## config.mk

```make
export PLATFORM = sky130hd
export DESIGN_NAME = gbs_cell
export DESIGN_NICKNAME = d
export VERILOG_FILES = /design/src/rtl/gbs_pkg.sv /design/src/rtl/gbs_cell.sv
export SDC_FILE = /design/constraint.sdc
export NUM_CORES = 2
export LEC_CHECK = 0
export ABC_CLOCK_PERIOD_IN_PS = 9900
export BUFFER_PORTS_ARGS = -buffer_cell sky130_fd_sc_hd__buf_2
export CORE_UTILIZATION = 35
export DETAILED_ROUTE_END_ITERATION = 16
export GPL_TIMING_DRIVEN = 0
export PLACE_DENSITY = 0.49
export SETUP_SLACK_MARGIN = 0.5
export SLEW_MARGIN = 20
export SYNTH_ARGS = -nofsm -noshare
export SYNTH_HDL_FRONTEND = slang
export SYNTH_SLANG_ARGS = --single-unit
export TNS_END_PERCENT = 10
```

## constraint.sdc

```tcl
create_clock -name clock -period 9.9 [get_ports clock]
set_clock_uncertainty 0.05 [all_clocks]
set_input_delay 1.98 -clock clock [delete_from_list [all_inputs] [get_ports clock]]
set_output_delay 1.98 -clock clock [all_outputs]
set_load 0.005 [all_outputs]
```

## src/rtl/gbs_pkg.sv

```systemverilog
// Package for the greedy box suppression block: field widths, payload
// structs, per-cell control struct and codes. No dependencies.
package gbs_pkg;

   localparam int CoordW = 12;
   localparam int ScoreW = 16;
   localparam int ArrW   = 6;
   localparam int ThrW   = 16;
   localparam logic [ThrW-1:0] ThrReset = 16'd32768;

   typedef struct packed {
      logic [CoordW-1:0] left;
      logic [CoordW-1:0] top;
      logic [CoordW-1:0] width;
      logic [CoordW-1:0] height;
      logic [ScoreW-1:0] score;
      logic              final_box;
   } req_type;

   typedef struct packed {
      logic [CoordW-1:0] kept_left;
      logic [CoordW-1:0] kept_top;
      logic [CoordW-1:0] kept_width;
      logic [CoordW-1:0] kept_height;
      logic [ScoreW-1:0] kept_score;
      logic [ArrW-1:0]   arrival_index;
      logic              overflowed;
      logic              last_kept;
   } rsp_type;

   typedef struct packed {
      logic [CoordW-1:0] left;
      logic [CoordW-1:0] top;
      logic [CoordW-1:0] width;
      logic [CoordW-1:0] height;
      logic [ScoreW-1:0] score;
      logic [ArrW-1:0]   arrival;
   } box_type;

   typedef struct packed {
      logic    valid;
      logic    drop;
      box_type box;
   } slot_type;

   typedef enum logic [1:0] {
      OP_HOLD   = 2'd0,
      OP_INSERT = 2'd1,
      OP_POP    = 2'd2,
      OP_CLEAR  = 2'd3
   } cell_op_type;

   typedef struct packed {
      cell_op_type     op;
      box_type         new_box;
      box_type         kept_box;
      logic [ThrW-1:0] thr;
      logic            check_done;
   } cell_ctl_type;

endpackage

```

## src/rtl/gbs_cell.sv

```systemverilog
// One cell of the sorted box chain: holds one box, takes part in sorted
// insertion, shifts toward the head on pop, and tests itself against a kept box.
// Depends on gbs_pkg.
module gbs_cell (
   input  logic                  clock,
   input  logic                  reset,
   input  gbs_pkg::cell_ctl_type ctl,
   input  gbs_pkg::slot_type     left_slot,
   input  logic                  left_cond,
   input  gbs_pkg::slot_type     right_slot,
   output gbs_pkg::slot_type     slot,
   output logic                  cond
);

   localparam int CW = gbs_pkg::CoordW;

   logic               valid_ff, valid_in;
   logic               drop_ff, drop_in;
   gbs_pkg::box_type   box_ff, box_in;

   logic [CW:0]        r1, r2, b1, b2, lo_x, hi_x, lo_y, hi_y;
   logic               hit1_in, hit1_ff, hit2_ff;
   logic [CW-1:0]      dx_ff, dy_ff;
   logic [2*CW-1:0]    area_ff, inter_ff;
   logic [gbs_pkg::ThrW+2*CW-1:0] tarea_ff;
   logic               over;

   assign cond = !valid_ff || (box_ff.score < ctl.new_box.score);
   assign slot = '{valid: valid_ff, drop: drop_ff, box: box_ff};

   // Overlap geometry of this box (under test) against the kept box.
   always_comb begin
      r1   = {1'b0, box_ff.left} + {1'b0, box_ff.width};
      b1   = {1'b0, box_ff.top} + {1'b0, box_ff.height};
      r2   = {1'b0, ctl.kept_box.left} + {1'b0, ctl.kept_box.width};
      b2   = {1'b0, ctl.kept_box.top} + {1'b0, ctl.kept_box.height};
      lo_x = (box_ff.left > ctl.kept_box.left) ? {1'b0, box_ff.left}
                                               : {1'b0, ctl.kept_box.left};
      lo_y = (box_ff.top > ctl.kept_box.top) ? {1'b0, box_ff.top}
                                             : {1'b0, ctl.kept_box.top};
      hi_x = (r1 < r2) ? r1 : r2;
      hi_y = (b1 < b2) ? b1 : b2;
      hit1_in = (hi_x > lo_x) && (hi_y > lo_y)
                && (box_ff.width != '0) && (box_ff.height != '0);
   end

   always_ff @(posedge clock) begin
      hit1_ff  <= hit1_in;
      dx_ff    <= CW'(hi_x - lo_x);
      dy_ff    <= CW'(hi_y - lo_y);
      area_ff  <= box_ff.width * box_ff.height;
      hit2_ff  <= hit1_ff;
      inter_ff <= dx_ff * dy_ff;
      tarea_ff <= ctl.thr * area_ff;
   end

   assign over = hit2_ff && ({inter_ff, 16'd0} > tarea_ff);

   always_comb begin
      valid_in = valid_ff;
      drop_in  = drop_ff;
      box_in   = box_ff;
      unique case (ctl.op)
         gbs_pkg::OP_INSERT: begin
            if (cond) begin
               if (left_cond) begin
                  valid_in = left_slot.valid;
                  drop_in  = left_slot.drop;
                  box_in   = left_slot.box;
               end else begin
                  valid_in = 1'b1;
                  drop_in  = 1'b0;
                  box_in   = ctl.new_box;
               end
            end
         end
         gbs_pkg::OP_POP: begin
            valid_in = right_slot.valid;
            drop_in  = right_slot.drop;
            box_in   = right_slot.box;
         end
         gbs_pkg::OP_CLEAR: begin
            valid_in = 1'b0;
            drop_in  = 1'b0;
         end
         gbs_pkg::OP_HOLD: begin
            if (ctl.check_done && valid_ff && over) begin
               drop_in = 1'b1;
            end
         end
         default: begin
         end
      endcase
   end

   always_ff @(posedge clock) begin
      if (reset) begin
         valid_ff <= 1'b0;
         drop_ff  <= 1'b0;
      end else begin
         valid_ff <= valid_in;
         drop_ff  <= drop_in;
      end
      box_ff <= box_in;
   end

endmodule

```

* Word level (Yosys, flattened, before mapping) *
Index checks and enable logic that the tools add are counted.

word-level totals
  output and inout bits = 73
  bits in registers = 186
  word-level logic and storage cells = 67
  bits of input ports = 306

operators by class
  magnitude comparators = 8
  muxes and demuxes = 14
  $mul = 3
  add/sub/neg operators = 6
  equal/unequal tests = 5
  reductions and logical operators = 16

operators with widths
  cell                                                                    number
  70-bit two-way mux                                                      2
  70-bit one-hot mux with 2 select lines                                  1
  12-bit by 12-bit adder with 13-bit output                               4
  12-bit by 12-bit multiplier with 24-bit output                          2
  40-bit > comparator                                                     1
  16-bit by 24-bit multiplier with 40-bit output                          1
  13-bit by 12-bit > comparator with 1-bit output                         2
  13-bit less-than comparator                                             2
  13-bit two-way mux                                                      2
  12-bit > comparator                                                     2
  12-bit two-way mux                                                      2
  12-bit nonzero test                                                     2
  12-bit subtractor                                                       2
  16-bit less-than comparator                                             1
  1-bit logical AND                                                       6
  2-bit AND reduction                                                     3
  1-bit two-way mux                                                       5
  2-bit equality test (second input constant)                             2
  2-bit != test (second input constant)                                   2
  1-bit one-hot mux with 4 select lines                                   1
  1-bit one-hot mux with 3 select lines                                   1
  3-bit nonzero test                                                      1
  2-bit by 1-bit equality test with 1-bit output (second input constant)  1
  2-bit zero test                                                         1
  other kinds (3)                                                         3

* Logic depth before layout (Yosys ltp) *
  word-level depth = 7
  depth in mapped cells = 30
  mapped depth without buffers = 29

* Least setup slack after synthesis *
Ideal clock, no wire load.

  path type = input to register
  start point = input ctl[2] (netlist name)
  end point = register tarea_ff[37] (netlist name)
  data required time = 9725 ps
  path slack = 2354 ps
  library setup time = 125 ps
  path buffers = 1
  arrival = 7371 ps
  cell stages on the path = 23
  path through = clkbuf_1 > nand2_1 > fa_1 > inv_1 > fa_1 > inv_1 > fa_1 > inv_1 > fa_1 > fa_1 > inv_1 > fa_1 > inv_1 > ha_1 > a21o_1 > a21oi_1 > a2bb2oi_1 > o2111a_1 > a211oi_2 > o21a_1 > o211ai_2 > o221ai_2 > xor2_1

on the way
  cells in the longest elaborated chain, start to end = 1

ends and longest elaborated chain
  what                                            RTL line        RTL
  start: declaration                              gbs_cell.sv:7   input gbs_pkg::cell_ctl_type ctl,
  16-bit by 24-bit multiplier with 40-bit output  gbs_cell.sv:54  tarea_ff <= ctl.thr * area_ff;
  end signal: assignment                          gbs_cell.sv:54
  end: declaration                                gbs_cell.sv:25  logic [gbs_pkg::ThrW+2*CW-1:0] tarea_ff;

No other way between the ends.
A chain may end at the register's enable or synchronous reset.

* Worst setup path after layout *
  start point = input ctl[8] (netlist name)
  end point = register tarea_ff[39] (netlist name)

Same word-level chain as after synthesis.

==> results.sh <==
export IMPL_status="finished, final reports clean"
export IMPL_slew_viol_final=0
export IMPL_grt_max_degree=26
export IMPL_drcViolationCount=0
export IMPL_synth_xor_xnor_area_share=0.0346
export IMPL_r2r_start="slot[35]"
export IMPL_period_share=0.843
export IMPL_die_h_um=309
export IMPL_ys_top_cells_by_area="fa_1 31%, ha_1 15%, inv_1 7.9%"
export IMPL_cp_required_ns=10.26
export IMPL_final_nets=5258
export IMPL_clk_pin_slew_ns=0.10
export IMPL_grt_antenna_before_repair=21
export IMPL_grt_pass1_vias=27294
export IMPL_drtAntennaViolNets=0
export IMPL_synthAdderAreaFrac=0.462
export IMPL_rr_worst_depth=30
export IMPL_die_w_um=309
export IMPL_drv_cap=0
export IMPL_core_area_um2=93200
export IMPL_yosys_register_bits=186
export IMPL_tightest_slew_ns=0.987
export IMPL_grt_total_usage=0.224
export IMPL_synth_top_area_frac=0.312
export IMPL_cts_post_setup_buffers_inserted=0
export IMPL_instances_no_fill=5320
export IMPL_startpoint_type="input pin"
export IMPL_clkSinkCount=186
export IMPL_syn_area_per_cell_um2=8.96
export IMPL_cts_resized=0
export IMPL_fin_tns_setup_ns=0
export IMPL_routed_wl_um=104000
export IMPL_synth_compound_gate_area_share=0.0849
export IMPL_first_iter_violations=1298
export IMPL_drive_above_1_share=0.106
export IMPL_synth_flop_cell="dfxtp_1"
export IMPL_synthMuxAreaShare=0.0355
export IMPL_initial_utilization=0.353
export IMPL_utilization=0.396
export IMPL_synth_top_family_by_area="adder cells"
export IMPL_yosysWarnings=0
export IMPL_wl_per_cell_um=19.5
export IMPL_synth_cells=3669
export IMPL_clk_path_buf_depth=2
export IMPL_vias=25778
export IMPL_htreeDepth=4
export IMPL_crit_path_max_fanout=10
export IMPL_hold_depth=0
export IMPL_rows=112
export IMPL_slew_headroom=0.342
export IMPL_gp_congestion=0.929
export IMPL_clk_latency_ns=0.51
export IMPL_cp_end_kind="register"
export IMPL_period_needed_ns=8.35
export IMPL_finalSetupViolations=0
export IMPL_synthesis_nets=4882
export IMPL_place_hpwl_um=88900
export IMPL_fin_area_um2=36900
export IMPL_grt_setup_unrepaired="false"
export IMPL_cts_made_buffers=17
export IMPL_clockRootBuffer="clkbuf_16"
export IMPL_hp_class="register to register"
export IMPL_overflow=0
export IMPL_worstHoldStart="hit1_ff"
export IMPL_synthDistinctLibCells=70
export IMPL_yosys_area_share_simple=0.153
export IMPL_area_growth_syn_to_layout_pct=12.3
export IMPL_io_buffer_count=355
export IMPL_crit_type="input pin to register"
export IMPL_grt_pass1_wl_um=160000
export IMPL_yosysSeqAreaShare=0.135
export IMPL_async_flop_share=0
export IMPL_dpl_instance_area_um2=36300
export IMPL_postCtsHoldBufs=0
export IMPL_finalHoldViolations=0
export IMPL_dr_pass1_iters=7
export IMPL_arrival_ns=8.71
export IMPL_startpoint="ctl[8]"
export IMPL_io_pins=379
export IMPL_yosys_area_top_type="fa_1"
export IMPL_ff2ff_setup_slack_ns=2.38
export IMPL_syn_area_um2=32900
export IMPL_place_inst=5280
export IMPL_die_area_um2=95200
export IMPL_fmax_ghz=0.120
export IMPL_synth_edf_count=70
export IMPL_cts_tree="done"
export IMPL_viasPerCell=4.85
-- Yosys cell counts (all sizes together), types with 14 or more instances --
| cell type | n |
|---|---|
| a21oi | 120 |
| o21ai | 127 |
| xnor2 | 88 |
| inv | 696 |
| edfxtp | 70 |
| a21o | 58 |
| mux2i | 101 |
| o21bai | 27 |
| nor2 | 73 |
| nor2b | 34 |
| dfxtp | 116 |
| nor3 | 27 |
| nand3 | 27 |
| xor2 | 42 |
| ha | 395 |
| mux2 | 14 |
| nand2b | 15 |
| nor4 | 14 |
| o21a | 20 |
| fa | 512 |
| nand2 | 549 |
| and2 | 260 |
| clkbuf | 126 |
| nand4 | 21 |
-- kinds of logic after synthesis --
group / after synthesis
compound gates: 440
xor+xnor: 130
fa+ha+maj: 907
buf+inv: 832
flops: 186
mux: 115
simple gates: 1059
-- per-stage QoR --
stage	hold WS, ns	setup slack (ns)
after floorplan	0.260	2.35
after global placement	0.273	0.753
after detailed placement	0.270	1.11
after CTS	0.300	1.63
after global routing	0.307	1.31
final	0.302	1.55
-- cells in the final DEF, fill, tap and decap left out, types with 73 or more instances in the layout --
| cell type | n |
|---|---|
| o21ai_0 | 116 |
| mux2i_1 | 101 |
| nand2_1 | 549 |
| buf_2 | 358 |
| dfxtp_1 | 116 |
| clkbuf_1 | 126 |
| and2_1 | 260 |
| a21oi_1 | 120 |
| nor2_1 | 73 |
| ha_1 | 395 |
| xnor2_1 | 88 |
| inv_1 | 696 |
| fa_1 | 512 |
-- critical path: stages --
cell	delay, ns
buf_2	0.26
clkbuf_1	0.61
nand2_1	0.17
fa_1	0.57
inv_1	0.05
fa_1	0.50
inv_1	0.05
fa_1	0.52
inv_1	0.05
fa_1	0.45
fa_1	0.49
inv_1	0.05
fa_1	0.53
inv_1	0.06
ha_1	0.33
a21o_1	0.19
a21oi_1	0.29
a2bb2oi_1	0.32
o2111a_1	0.27
a211oi_2	0.10
o21ai_1	0.32
o21ai_0	0.16
a31oi_1	0.21
xnor2_1	0.15
-- worst paths after layout --
kind / endpoint
max: tarea_ff[39]
min: hit2_ff
max reg2reg: hit1_ff
min reg2reg: hit2_ff
-- final cells by class --
type | instances | area (µm²)
buffer | 136 | 522
timing repair buffer | 357 | 1820
inverter | 696 | 2610
tap | 1254 | 1570
multi-input combinational | 2651 | 25300
sequential | 186 | 4420
clock buffer | 17 | 425
fill | 9724 | 56300
antenna | 8 | 20.0
clock inverter | 15 | 179
-- layer usage --
layer / GRT usage / share of wire / vias to the layer above
met5: 0 / 0.00052 / -
met2: 0.400 / 0.50 / 610
met4: 0.0840 / 0.037 / 8
met1: 0.273 / 0.42 / 12692
met3: 0.0303 / 0.043 / 138
li1: - / - / 12330
-- state kept, by name, indices dropped and copies added, names as in the netlist --
signal and flops:
dy_ff 12, drop_ff 1, tarea_ff 40, slot 70
area_ff 24, hit2_ff 1, inter_ff 24, valid_ff 1
dx_ff 12, hit1_ff 1
Power is left out: the tool's default activity adds up to more than one toggle a clock period on the data nets, which glitch-free logic cannot reach.
